===== src/padsr_pkg.sv =====
// padsr_pkg: shared types, codes and constants of the ADSR envelope bank.
// Depends on nothing; used by padsr_div and the top level.
`default_nettype none
package padsr_pkg;

  localparam int NUM_SLOTS_DEF      = 8;
  localparam int SAMPLES_PER_MS_DEF = 48;

  localparam int LVL_W = 16;   // Q0.16 level
  localparam int CNT_W = 24;   // phase count and sample spans
  localparam int NUM_W = LVL_W + CNT_W;
  localparam logic [LVL_W-1:0] FULL_SCALE = 16'hFFFF;

  typedef enum logic [2:0] {
    PH_IDLE    = 3'd0,
    PH_ATTACK  = 3'd1,
    PH_DECAY   = 3'd2,
    PH_SUSTAIN = 3'd3,
    PH_RELEASE = 3'd4
  } phase_t;

  typedef enum logic [1:0] {
    OP_NOTE_ON  = 2'd0,
    OP_NOTE_OFF = 2'd1,
    OP_TICK     = 2'd2,
    OP_UNUSED   = 2'd3
  } op_t;

  localparam logic [1:0] ST_OK       = 2'd0;
  localparam logic [1:0] ST_NO_SLOT  = 2'd1;
  localparam logic [1:0] ST_NO_MATCH = 2'd2;

  localparam logic [1:0] REG_ATTACK  = 2'd0;
  localparam logic [1:0] REG_DECAY   = 2'd1;
  localparam logic [1:0] REG_SUSTAIN = 2'd2;
  localparam logic [1:0] REG_RELEASE = 2'd3;

  typedef enum logic [2:0] {
    S_IDLE,
    S_SCAN,
    S_MULD,
    S_CHK,
    S_MULN,
    S_DIV,
    S_WB,
    S_EMIT
  } seq_state_t;

  typedef struct packed {
    logic [1:0] opcode;
    logic [7:0] key_index;
    logic [6:0] note_number;
  } in_beat_t;

  typedef struct packed {
    logic [2:0]  slot_number;
    logic [2:0]  envelope_phase;
    logic [15:0] envelope_level;
    logic [1:0]  status;
    logic        last;
  } out_beat_t;

  typedef struct packed {
    logic busy;
    logic done;
  } div_stat_t;

endpackage
`default_nettype wire


===== src/padsr_div.sv =====
// padsr_div: restoring divider, one quotient bit per cycle, 16-bit quotient.
// Depends on padsr_pkg; the caller guarantees num < den * 2**16 and den != 0.
`default_nettype none
module padsr_div (
  input  wire logic                         clk,
  input  wire logic                         rst_n,
  input  wire logic                         start,
  input  wire logic [padsr_pkg::NUM_W-1:0]  num,
  input  wire logic [padsr_pkg::CNT_W-1:0]  den,
  output logic      [padsr_pkg::LVL_W-1:0]  quo,
  output padsr_pkg::div_stat_t              stat
);

  logic [padsr_pkg::CNT_W-1:0] rem_r, rem_nxt, den_r;
  logic [padsr_pkg::LVL_W-1:0] lo_r, lo_nxt;
  logic [4:0]                  cnt_r;
  logic                        run_r, done_r;
  logic [padsr_pkg::CNT_W:0]   trial, diff;
  logic                        ge;

  always_comb begin
    trial = {rem_r, lo_r[padsr_pkg::LVL_W-1]};
    diff  = trial - {1'b0, den_r};
    ge    = trial >= {1'b0, den_r};
    rem_nxt = ge ? diff[padsr_pkg::CNT_W-1:0] : trial[padsr_pkg::CNT_W-1:0];
    lo_nxt  = {lo_r[padsr_pkg::LVL_W-2:0], ge};
  end

  always_ff @(posedge clk) begin
    if (start) begin
      rem_r <= num[padsr_pkg::NUM_W-1:padsr_pkg::LVL_W];
      lo_r  <= num[padsr_pkg::LVL_W-1:0];
      den_r <= den;
    end else if (run_r) begin
      rem_r <= rem_nxt;
      lo_r  <= lo_nxt;
    end
  end

  always_ff @(posedge clk) begin
    if (!rst_n) begin
      run_r  <= 1'b0;
      done_r <= 1'b0;
      cnt_r  <= '0;
    end else begin
      done_r <= 1'b0;
      if (start) begin
        run_r <= 1'b1;
        cnt_r <= '0;
      end else if (run_r) begin
        cnt_r <= cnt_r + 5'd1;
        if (cnt_r == 5'(padsr_pkg::LVL_W - 1)) begin
          run_r  <= 1'b0;
          done_r <= 1'b1;
        end
      end
    end
  end

  assign quo       = lo_r;
  assign stat.busy = run_r;
  assign stat.done = done_r;

endmodule
`default_nettype wire


===== src/polyphonic_adsr_envelope_bank_core.sv =====
// polyphonic_adsr_envelope_bank_core: slot bank, sequencer, shared multiplier.
// Depends on padsr_pkg and padsr_div.
//
//  channel | direction | handshake            | payload
//  in_     | input     | in_valid / in_stall  | padsr_pkg::in_beat_t
//  out_    | output    | out_valid / out_stall| padsr_pkg::out_beat_t
//  cfg     | input     | psel/penable/pready  | 32-bit registers at 4*i
//
// note on/off: the result goes straight to the emit step, then waits on the output.
// tick: the sequencer scans each slot; a busy slot on a ramp makes two passes through the shared 24x16
// multiplier, then waits on the serial divider that all slots share; a busy slot that holds sustain
// or ends its phase skips the divider.
// rst_n is synchronous; all slots go idle at once, no clearing pass.
// a stalled output holds the sequencer in its emit step; in_stall stays high
// until the last result of an item is in the output register.
`default_nettype none
module polyphonic_adsr_envelope_bank_core #(
  parameter int NUM_SLOTS      = padsr_pkg::NUM_SLOTS_DEF,
  parameter int SAMPLES_PER_MS = padsr_pkg::SAMPLES_PER_MS_DEF
) (
  input  wire logic                 clk,
  input  wire logic                 rst_n,
  input  wire logic                 in_valid,
  output logic                      in_stall,
  input  wire padsr_pkg::in_beat_t  in_data,
  output logic                      out_valid,
  input  wire logic                 out_stall,
  output padsr_pkg::out_beat_t      out_data,
  input  wire logic                 psel,
  input  wire logic                 penable,
  input  wire logic                 pwrite,
  input  wire logic [3:0]           paddr,
  input  wire logic [31:0]          pwdata,
  output logic [31:0]               prdata,
  output logic                      pready
);

  localparam int IW = (NUM_SLOTS > 1) ? $clog2(NUM_SLOTS) : 1;
  localparam int LW = padsr_pkg::LVL_W;
  localparam int CW = padsr_pkg::CNT_W;

  // configuration
  logic [LW-1:0] atk_r, dec_r, sus_r, rel_r;

  always_ff @(posedge clk) begin
    if (!rst_n) begin
      atk_r <= 16'd10;
      dec_r <= 16'd100;
      sus_r <= 16'd45875;
      rel_r <= 16'd200;
    end else if (psel && penable && pwrite) begin
      unique case (paddr[3:2])
        padsr_pkg::REG_ATTACK:  atk_r <= pwdata[LW-1:0];
        padsr_pkg::REG_DECAY:   dec_r <= pwdata[LW-1:0];
        padsr_pkg::REG_SUSTAIN: sus_r <= pwdata[LW-1:0];
        padsr_pkg::REG_RELEASE: rel_r <= pwdata[LW-1:0];
        default: ;
      endcase
    end
  end

  always_comb begin
    unique case (paddr[3:2])
      padsr_pkg::REG_ATTACK:  prdata = 32'(atk_r);
      padsr_pkg::REG_DECAY:   prdata = 32'(dec_r);
      padsr_pkg::REG_SUSTAIN: prdata = 32'(sus_r);
      padsr_pkg::REG_RELEASE: prdata = 32'(rel_r);
      default:                prdata = '0;
    endcase
  end
  assign pready = 1'b1;

  // slot state
  padsr_pkg::phase_t phase_r [NUM_SLOTS];
  logic [LW-1:0]     level_r [NUM_SLOTS];
  logic [LW-1:0]     start_r [NUM_SLOTS];
  logic [CW-1:0]     count_r [NUM_SLOTS];
  logic [7:0]        key_r   [NUM_SLOTS];
  logic [6:0]        note_r  [NUM_SLOTS];

  padsr_pkg::seq_state_t state_r, state_nxt;
  logic [IW-1:0]     idx_r;
  logic [CW-1:0]     c_r, d_r;
  padsr_pkg::phase_t nph_r;
  logic [LW-1:0]     nlvl_r;
  logic [CW-1:0]     ncnt_r;
  padsr_pkg::out_beat_t pend_r;
  logic              tick_r;
  logic              out_valid_r;
  padsr_pkg::out_beat_t out_data_r;

  logic [NUM_SLOTS-1:0] busy_vec, match_vec, later_vec;
  logic                 any_free, any_match, later_busy;
  logic [IW-1:0]        free_idx, match_idx;
  logic                 accept, out_free, emit_go, last_slot;
  logic [4:0]           idx_ext;

  always_comb begin
    for (int s = 0; s < NUM_SLOTS; s++) begin
      busy_vec[s]  = phase_r[s] != padsr_pkg::PH_IDLE;
      match_vec[s] = busy_vec[s] && key_r[s] == in_data.key_index &&
                     note_r[s] == in_data.note_number;
    end
    any_free  = 1'b0;
    any_match = 1'b0;
    free_idx  = '0;
    match_idx = '0;
    for (int s = NUM_SLOTS - 1; s >= 0; s--) begin
      if (!busy_vec[s]) begin
        any_free = 1'b1;
        free_idx = IW'(s);
      end
      if (match_vec[s]) begin
        any_match = 1'b1;
        match_idx = IW'(s);
      end
    end
    later_vec  = (busy_vec >> idx_r) >> 1;
    later_busy = |later_vec;
    last_slot  = idx_r == IW'(NUM_SLOTS - 1);
    idx_ext    = 5'(idx_r);
  end

  // shared multiplier: span = ms * rate, then ramp numerator
  logic [CW-1:0]              mul_a;
  logic [LW-1:0]              mul_b, ms_sel;
  logic [padsr_pkg::NUM_W-1:0] mul_p;
  logic                       terminal;

  always_comb begin
    case (phase_r[idx_r])
      padsr_pkg::PH_ATTACK:  ms_sel = atk_r;
      padsr_pkg::PH_DECAY:   ms_sel = dec_r;
      padsr_pkg::PH_RELEASE: ms_sel = rel_r;
      default:               ms_sel = '0;
    endcase
    if (state_r == padsr_pkg::S_MULD) begin
      mul_a = CW'(ms_sel);
      mul_b = LW'(SAMPLES_PER_MS);
    end else begin
      case (phase_r[idx_r])
        padsr_pkg::PH_ATTACK: begin
          mul_a = c_r;
          mul_b = padsr_pkg::FULL_SCALE;
        end
        padsr_pkg::PH_DECAY: begin
          mul_a = c_r;
          mul_b = padsr_pkg::FULL_SCALE - sus_r;
        end
        default: begin
          mul_a = d_r - c_r;
          mul_b = start_r[idx_r];
        end
      endcase
    end
    mul_p    = padsr_pkg::NUM_W'(mul_a) * padsr_pkg::NUM_W'(mul_b);
    terminal = d_r == '0 || c_r >= d_r;
  end

  logic [LW-1:0]        quo;
  padsr_pkg::div_stat_t div_stat;
  logic                 div_start;

  padsr_div u_div (
    .clk   (clk),
    .rst_n (rst_n),
    .start (div_start),
    .num   (mul_p),
    .den   (d_r),
    .quo   (quo),
    .stat  (div_stat)
  );

  // next state
  always_comb begin
    state_nxt = state_r;
    unique case (state_r)
      padsr_pkg::S_IDLE: begin
        if (in_valid) begin
          if (in_data.opcode == padsr_pkg::OP_TICK)
            state_nxt = padsr_pkg::S_SCAN;
          else if (in_data.opcode != padsr_pkg::OP_UNUSED)
            state_nxt = padsr_pkg::S_EMIT;
        end
      end
      padsr_pkg::S_SCAN: begin
        if (busy_vec[idx_r])   state_nxt = padsr_pkg::S_MULD;
        else if (last_slot)    state_nxt = padsr_pkg::S_IDLE;
      end
      padsr_pkg::S_MULD: state_nxt = padsr_pkg::S_CHK;
      padsr_pkg::S_CHK: begin
        if ((phase_r[idx_r] == padsr_pkg::PH_ATTACK ||
             phase_r[idx_r] == padsr_pkg::PH_DECAY ||
             phase_r[idx_r] == padsr_pkg::PH_RELEASE) && !terminal)
          state_nxt = padsr_pkg::S_MULN;
        else
          state_nxt = padsr_pkg::S_WB;
      end
      padsr_pkg::S_MULN: state_nxt = padsr_pkg::S_DIV;
      padsr_pkg::S_DIV:  if (div_stat.done) state_nxt = padsr_pkg::S_WB;
      padsr_pkg::S_WB:   state_nxt = padsr_pkg::S_EMIT;
      padsr_pkg::S_EMIT: begin
        if (out_free) begin
          if (!tick_r || last_slot) state_nxt = padsr_pkg::S_IDLE;
          else                      state_nxt = padsr_pkg::S_SCAN;
        end
      end
      default: state_nxt = padsr_pkg::S_IDLE;
    endcase
  end

  // sequencer outputs
  always_comb begin
    out_free  = !out_valid_r || !out_stall;
    in_stall  = state_r != padsr_pkg::S_IDLE;
    accept    = in_valid && state_r == padsr_pkg::S_IDLE;
    div_start = state_r == padsr_pkg::S_MULN;
    emit_go   = state_r == padsr_pkg::S_EMIT && out_free;
  end

  always_ff @(posedge clk) begin
    if (!rst_n) state_r <= padsr_pkg::S_IDLE;
    else        state_r <= state_nxt;
  end

  // working registers
  always_ff @(posedge clk) begin
    if (!rst_n) begin
      idx_r  <= '0;
      tick_r <= 1'b0;
    end else begin
      if (accept) begin
        idx_r  <= '0;
        tick_r <= in_data.opcode == padsr_pkg::OP_TICK;
      end else if ((state_r == padsr_pkg::S_SCAN && !busy_vec[idx_r] && !last_slot) ||
                   (emit_go && tick_r && !last_slot)) begin
        idx_r <= idx_r + IW'(1);
      end
    end
  end

  always_ff @(posedge clk) begin
    unique case (state_r)
      padsr_pkg::S_SCAN: c_r <= count_r[idx_r] + CW'(1);
      padsr_pkg::S_MULD: d_r <= mul_p[CW-1:0];
      padsr_pkg::S_CHK: begin
        // a ramp that goes on keeps its count, the divider fills phase and level
        case (phase_r[idx_r])
          padsr_pkg::PH_ATTACK: begin
            nph_r  <= padsr_pkg::PH_DECAY;
            nlvl_r <= padsr_pkg::FULL_SCALE;
            ncnt_r <= terminal ? '0 : c_r;
          end
          padsr_pkg::PH_DECAY: begin
            nph_r  <= padsr_pkg::PH_SUSTAIN;
            nlvl_r <= sus_r;
            ncnt_r <= terminal ? '0 : c_r;
          end
          padsr_pkg::PH_SUSTAIN: begin
            nph_r  <= padsr_pkg::PH_SUSTAIN;
            nlvl_r <= sus_r;
            ncnt_r <= c_r;
          end
          default: begin
            nph_r  <= padsr_pkg::PH_IDLE;
            nlvl_r <= '0;
            ncnt_r <= c_r;
          end
        endcase
      end
      padsr_pkg::S_DIV: begin
        if (div_stat.done) begin
          case (phase_r[idx_r])
            padsr_pkg::PH_ATTACK: begin
              nph_r  <= padsr_pkg::PH_ATTACK;
              nlvl_r <= quo;
            end
            padsr_pkg::PH_DECAY: begin
              nph_r  <= padsr_pkg::PH_DECAY;
              nlvl_r <= padsr_pkg::FULL_SCALE - quo;
            end
            default: begin
              nph_r  <= (quo == '0) ? padsr_pkg::PH_IDLE : padsr_pkg::PH_RELEASE;
              nlvl_r <= quo;
            end
          endcase
        end
      end
      default: ;
    endcase
  end

  // pending result
  always_ff @(posedge clk) begin
    if (accept) begin
      pend_r.last <= 1'b1;
      if (in_data.opcode == padsr_pkg::OP_NOTE_ON) begin
        pend_r.slot_number    <= any_free ? 3'(5'(free_idx)) : 3'd0;
        pend_r.envelope_phase <= any_free ? padsr_pkg::PH_ATTACK : padsr_pkg::PH_IDLE;
        pend_r.envelope_level <= '0;
        pend_r.status         <= any_free ? padsr_pkg::ST_OK : padsr_pkg::ST_NO_SLOT;
      end else begin
        pend_r.slot_number    <= any_match ? 3'(5'(match_idx)) : 3'd0;
        pend_r.envelope_phase <= any_match ? padsr_pkg::PH_RELEASE : padsr_pkg::PH_IDLE;
        pend_r.envelope_level <= any_match ? level_r[match_idx] : '0;
        pend_r.status         <= any_match ? padsr_pkg::ST_OK : padsr_pkg::ST_NO_MATCH;
      end
    end else if (state_r == padsr_pkg::S_WB) begin
      pend_r.slot_number    <= idx_ext[2:0];
      pend_r.envelope_phase <= nph_r;
      pend_r.envelope_level <= nlvl_r;
      pend_r.status         <= padsr_pkg::ST_OK;
      pend_r.last           <= !later_busy;
    end
  end

  // slot arrays
  always_ff @(posedge clk) begin
    if (!rst_n) begin
      for (int s = 0; s < NUM_SLOTS; s++) begin
        phase_r[s] <= padsr_pkg::PH_IDLE;
        level_r[s] <= '0;
        start_r[s] <= '0;
        count_r[s] <= '0;
      end
    end else if (accept && in_data.opcode == padsr_pkg::OP_NOTE_ON && any_free) begin
      phase_r[free_idx] <= padsr_pkg::PH_ATTACK;
      level_r[free_idx] <= '0;
      start_r[free_idx] <= '0;
      count_r[free_idx] <= '0;
    end else if (accept && in_data.opcode == padsr_pkg::OP_NOTE_OFF && any_match) begin
      phase_r[match_idx] <= padsr_pkg::PH_RELEASE;
      start_r[match_idx] <= level_r[match_idx];
      count_r[match_idx] <= '0;
    end else if (state_r == padsr_pkg::S_WB) begin
      phase_r[idx_r] <= nph_r;
      level_r[idx_r] <= nlvl_r;
      count_r[idx_r] <= ncnt_r;
    end
  end

  always_ff @(posedge clk) begin
    if (accept && in_data.opcode == padsr_pkg::OP_NOTE_ON && any_free) begin
      key_r[free_idx]  <= in_data.key_index;
      note_r[free_idx] <= in_data.note_number;
    end
  end

  // output register
  always_ff @(posedge clk) begin
    if (!rst_n) begin
      out_valid_r <= 1'b0;
    end else if (emit_go) begin
      out_valid_r <= 1'b1;
    end else if (!out_stall) begin
      out_valid_r <= 1'b0;
    end
  end

  always_ff @(posedge clk) begin
    if (emit_go) out_data_r <= pend_r;
  end

  assign out_valid = out_valid_r;
  assign out_data  = out_data_r;

`ifndef SYNTH
  a_div_done_in_div: assert property (@(posedge clk) disable iff (!rst_n)
    div_stat.done |-> state_r == padsr_pkg::S_DIV)
    else $error("divider finished outside its step");

  a_div_nonzero: assert property (@(posedge clk) disable iff (!rst_n)
    div_start |-> d_r != '0)
    else $error("division started with zero span");

  a_no_overwrite: assert property (@(posedge clk) disable iff (!rst_n)
    (out_valid_r && out_stall) |-> !emit_go)
    else $error("result overwritten while held");
`endif

endmodule
`default_nettype wire


===== config.mk =====
export PLATFORM = sky130hd
export DESIGN_NAME = polyphonic_adsr_envelope_bank_core
export DESIGN_NICKNAME = d
export VERILOG_FILES = /design/src/padsr_pkg.sv /design/src/padsr_div.sv /design/src/polyphonic_adsr_envelope_bank_core.sv
export SDC_FILE = /design/constraint.sdc
export NUM_CORES = 2
export LEC_CHECK = 0
export CAP_MARGIN = 20
export CORE_MARGIN = 3
export CORE_UTILIZATION = 40
export DETAILED_ROUTE_END_ITERATION = 10
export DONT_BUFFER_PORTS = 1
export GPL_TIMING_DRIVEN = 0
export PLACE_DENSITY = 0.63
export SETUP_SLACK_MARGIN = 0.1
export SLEW_MARGIN = 20
export SYNTH_ARGS = -nofsm -noshare
export SYNTH_HDL_FRONTEND = slang
export SYNTH_HIERARCHICAL = 1
export SYNTH_SLANG_ARGS = --single-unit

===== constraint.sdc =====
create_clock -name clk -period 9.3 [get_ports clk]
set_input_delay 2.325 -clock clk [delete_from_list [all_inputs] [get_ports clk]]
set_output_delay 2.325 -clock clk [all_outputs]
set_load 0.05 [all_outputs]

# Word-level counts from Yosys, hierarchy flattened
# Memory sizes are Yosys's and may differ from the RTL's. A register that Yosys moved wholly into a read port is not among the register bits.
# Cells that the tools add are included.
# Widths: inputs -> output; s select.
# op_classes
add_sub_neg	7
mul	1
magnitude_cmp	3
eq_ne	41
shifts	1
muxes	132
bitwise_logic	2
n_reduce_logical	81
# op_table
operator	n
$mux 24	11
$mux 16	10
$mux 3	47
$pmux 32 s4	1
$pmux 16 s2	3
$reduce_or 24->1	3
$eq 8x8->1	8
$reduce_or 16->1	4
$eq 7x7->1	8
$mux 1	50
$mux 25	2
$pmux 16 s3	1
$sub 24x24->24	2
$mul 24x16->40	1
$sub 16x16->16 const A	2
$logic_and 1x1->1	29
$reduce_bool 3->1	9
$ge 25x24->1	1
$add 24x1->24 const B	1
$ge 24x24->1	1
$logic_not 24->1	1
$pmux 3 s8	1
$eq 3x3->1 const B	6
$logic_not 16->1	1
27 further kinds	65
# word_totals
reg_bits	284
ramBits	592
input_bits	60
elab_cells	303
mem_count	6
# memory_table
memory	depth	width	rd	rd_clocked_by_memory_dff	write_ports	line	source
count_r	8	24	1	1	8	polyphonic_adsr_envelope_bank_core.sv:77	logic [CW-1:0] count_r [NUM_SLOTS];
level_r	8	16	1	0	8	polyphonic_adsr_envelope_bank_core.sv:75	logic [LW-1:0] level_r [NUM_SLOTS];
start_r	8	16	1	1	8	polyphonic_adsr_envelope_bank_core.sv:76	logic [LW-1:0] start_r [NUM_SLOTS];
key_r	8	8	8	0	1	polyphonic_adsr_envelope_bank_core.sv:78	logic [7:0] key_r [NUM_SLOTS];
note_r	8	7	8	0	1	polyphonic_adsr_envelope_bank_core.sv:79	logic [6:0] note_r [NUM_SLOTS];
phase_r	8	3	9	1	8	polyphonic_adsr_envelope_bank_core.sv:74	padsr_pkg::phase_t phase_r [NUM_SLOTS];

# Logic depth before layout (Yosys ltp)
# An unclocked memory read counts as a cell.
# depth
depth_word	20
depth_mapped	38
ltp_nobuf	36

# Cells and area by module
# Netlist, hierarchy kept.
# modules_own_cells
mod	n_inst	cells_each	area_per_inst_um2
polyphonic_adsr_envelope_bank_core	1	4474	50364.6
padsr_div	1	405	4357.9

# Least setup slack after synthesis
# Ideal clock, no wire load.
# synth_path
path_type	reg-to-reg
from	register state_r[1]
to	register u_div/rem_r[20] (netlist name), data pin
setup_ns	0.268
t_arrival_ns	8.394
required_ns	9.032
setup_slack_ns	0.638
path_stages_with_launch	31
n_path_buf	3
cell_sequence	dfxtp_1 -> clkbuf_1 -> nand2_1 -> clkinv_1 -> buf_1 -> buf_1 -> nand2_1 -> o31ai_4 -> nand2_1 -> fa_1 -> fa_1 -> fa_1 -> inv_1 -> fa_1 -> fa_1 -> inv_1 -> fa_1 -> inv_1 -> ha_1 -> and3_1 -> nor4b_1 -> a221oi_1 -> o22ai_1 -> o2111ai_1 -> nand2_1 -> o2111ai_1 -> a21oi_1 -> xor2_1 -> and2_1 -> a41oi_1 -> o31ai_1
# synth_between
elab_chain_len	4
# synth_rtl
item	line	source
from (decl)	polyphonic_adsr_envelope_bank_core.sv:81	padsr_pkg::seq_state_t state_r, state_nxt;
from (signal assigned)	polyphonic_adsr_envelope_bank_core.sv:222	if (!rst_n) state_r <= padsr_pkg::S_IDLE;
from (signal assigned)	polyphonic_adsr_envelope_bank_core.sv:223	else state_r <= state_nxt;
$eq 3x2->1 *	polyphonic_adsr_envelope_bank_core.sv:137	if (state_r == padsr_pkg::S_MULD) begin
$mux 24 / $mux 16 (equally long branches)	polyphonic_adsr_envelope_bank_core.sv:137	
$mul 24x16->40 *	polyphonic_adsr_envelope_bank_core.sv:156	mul_p = padsr_pkg::NUM_W'(mul_a) * padsr_pkg::NUM_W'(mul_b);
net mul_p, one bit	polyphonic_adsr_envelope_bank_core.sv:127	logic [padsr_pkg::NUM_W-1:0] mul_p;
$mux 24 *	padsr_div.sv:30	if (start) begin
to (signal assigned)	padsr_div.sv:31	rem_r <= num[padsr_pkg::NUM_W-1:padsr_pkg::LVL_W];
to (signal assigned)	padsr_div.sv:35	rem_r <= rem_nxt;
to (decl)	padsr_div.sv:14	logic [padsr_pkg::CNT_W-1:0] rem_r, rem_nxt, den_r;
# The timed path passes the listed nets; every way through them passes the cells marked *.
# A chain may end at the register's enable or synchronous reset.

==> results.py <==
metrics = {
    "sta": {
        "setup_viol": 0,
        "finClkSkew_ns": 0.0638,
        "fmax_ghz": 0.111,
        "hold_viol_final": 0,
        "worst_pin_slew_ns": 1.12,
        "slew_violations": 0,
        "rsz0062_at_grt": "false",
        "finalSetupTns_ns": 0,
        "period_needed_ns": 9.01,
        "relSlewSlack_pct": 25.1,
        "finalCritPeriodShare_pct": 96.9,
    },
    "worst_setup_path": {
        "endpoint_kind": "flip-flop",
        "slowest_delay_ns": 0.57,
        "cp_common_cell": "fa_1",
        "cpMaxStageDelayCell": "fa_1",
        "path_class": "reg2reg",
        "crit_family": "adder cells",
        "crit_path_start_kind": "flip-flop",
        "cp.required_ns": 9.70,
        "cp_max_fo": 10,
        "path_buf_inv": 7,
        "arrival_ns": 9.41,
    },
    "layout": {
        "finish.instance_area_um2": 63200,
        "fin_nets": 5651,
        "area_growth_pct": 15.5,
        "n_fill_cell": 12302,
        "drive_gt1_share_pct": 16.1,
        "layout.cells.non_filler": 6978,
    },
    "placed_design": {
        "place_congestion": 0.966,
        "placed_area_um2": 57500,
        "hpwl_um": 127000,
        "port-buffer-count": 0,
        "place_inst": 6701,
    },
    "die": {
        "dieArea_um2": 141000,
        "rows": 135,
        "start_util_pct": 40.3,
        "fp.coreArea_um2": 136000,
        "die_x_um": 376,
        "ios": 120,
        "fp.dieH_um": 376,
    },
    "grt": {
        "grt_max_degree": 41,
        "antenna_found_initial": 2,
        "groute.usage.overall_pct": 23.4,
        "gr-total-overflow": 0,
        "grt_pass1_wl_um": 248000,
        "grt_pass1_vias": 38879,
    },
    "run_status": {
        "status": "completed",
    },
    "clock_network": {
        "htreeDepth": 3,
        "clk_pin_slew_ns": 0.06,
        "clock-sinks": 879,
        "clockBufferDepth": 3,
        "cts_buffers": 95,
        "clock_latency_ns": 0.71,
        "cts-hold-fix-buffers": 0,
        "cts_tree": "yes",
        "root_buffer": "clkbuf_16",
    },
    "routing": {
        "drtAntennaViolNets": 0,
        "drtIter0Drc": 4169,
        "drt_pass1_iterations": 6,
        "drc_errors": 0,
        "wl_per_cell_um": 24.1,
        "via_per_inst": 5.60,
        "routed_wl_um": 168000,
        "num_vias": 39071,
    },
    "synthesis": {
        "syn_area_per_cell_um2": 11.2,
        "ys.warnings.count": 6,
        "syn_area_um2": 54700,
        "postSynthCellCount": 4878,
    },
    "min_path": {
        "hp-class": "reg2reg",
    },
    "job": {
        "cap_violations": 0,
    },
}
[registers in the layout, summed over array words and instances, names as in the netlist, 25 cells and up, named ones only]
register and flops:
count_r 192, key_r 64, level_r 128, note_r 56
out_data 25, pend_r 25, start_r 128
[repair_timing]
| action | 4_1_cts | 5_1_grt |
|---|---|---|
| cloned | 0 | 3 |
| gates resized for setup | 207 | 145 |
| setup buffers | 44 | 59 |
| endpoints found under the setup margin | 36 | 15 |
| pin swaps | 27 | 67 |
[through the flow]
stage               setup slack (ns)  util, %  hold slack [ns]
detailed placement             -2.15     42.4            0.406
global placement               -2.34     42.0            0.405
global route                  0.0654     46.6            0.422
CTS                            0.102     45.8            0.418
finish                         0.292     46.6            0.421
floorplan                      0.638        -            0.400
[final cells by class]
| cell class | instances | area (µm²) | area share, % |
|---|---|---|---|
| Clock buffer | 112 | 2520 | 3.99 |
| Tap cell | 1781 | 2230 | 3.53 |
| Buffer | 248 | 1820 | 2.87 |
| Inverter | 441 | 1660 | 2.62 |
| Antenna cell | 1 | 2.50 | 0.00396 |
| Clock inverter | 63 | 822 | 1.30 |
| Multi-Input combinational cell | 3319 | 27200 | 43.1 |
| Sequential cell | 879 | 25600 | 40.5 |
| Timing Repair Buffer | 134 | 1350 | 2.14 |
[routing by layer]
layer,wire (µm),track usage [%],vias to the layer above
met3,12400,3.74,327
li1,-,-,17424
met4,5820,7.91,0
met1,69300,31.7,19610
met5,0,0,-
met2,80400,38.4,1710
[final timing paths]
check | start | end | slack (ns) | depth (start not counted)
max | flip-flop | u_div/rem_r[20]$_DFFE_PP_ | 0.29 | 32
min | pend_r[10]$_DFFE_PP_ | out_data[10]$_DFFE_PP_ | 0.42 | 0
max reg2reg | flip-flop | u_div/rem_r[20]$_DFFE_PP_ | 0.29 | 32
min reg2reg | pend_r[10]$_DFFE_PP_ | out_data[10]$_DFFE_PP_ | 0.42 | 0
[cell usage in the layout (no fill, tap or decap), types with 84 or more instances in the layout]
cell type / instances
a21oi_1: 125
nor2_1: 724
clkbuf_1: 91
fa_1: 303
inv_1: 432
mux4_2: 100
xor2_1: 91
edfxtp_1: 796
buf_4: 139
ha_1: 154
o21ai_0: 84
clkbuf_16: 99
nand2_1: 526
xnor2_1: 116
[worst reg2reg max path: cells and delay by family (launching register included)]
kind                       cells  cell delay (ns)
and+or+nand+nor                6             0.95
adders and majority gates      7             3.00
DFF                            1             0.32
muxes                          2             0.85
xor gates and xnor gates       1             0.14
AOI/OAI and AO/OA              9             2.42
buffers and inverters          7             1.01
Power is left out: the tool's default activity adds up to more than one toggle a clock period on the data nets, which glitch-free logic cannot reach.
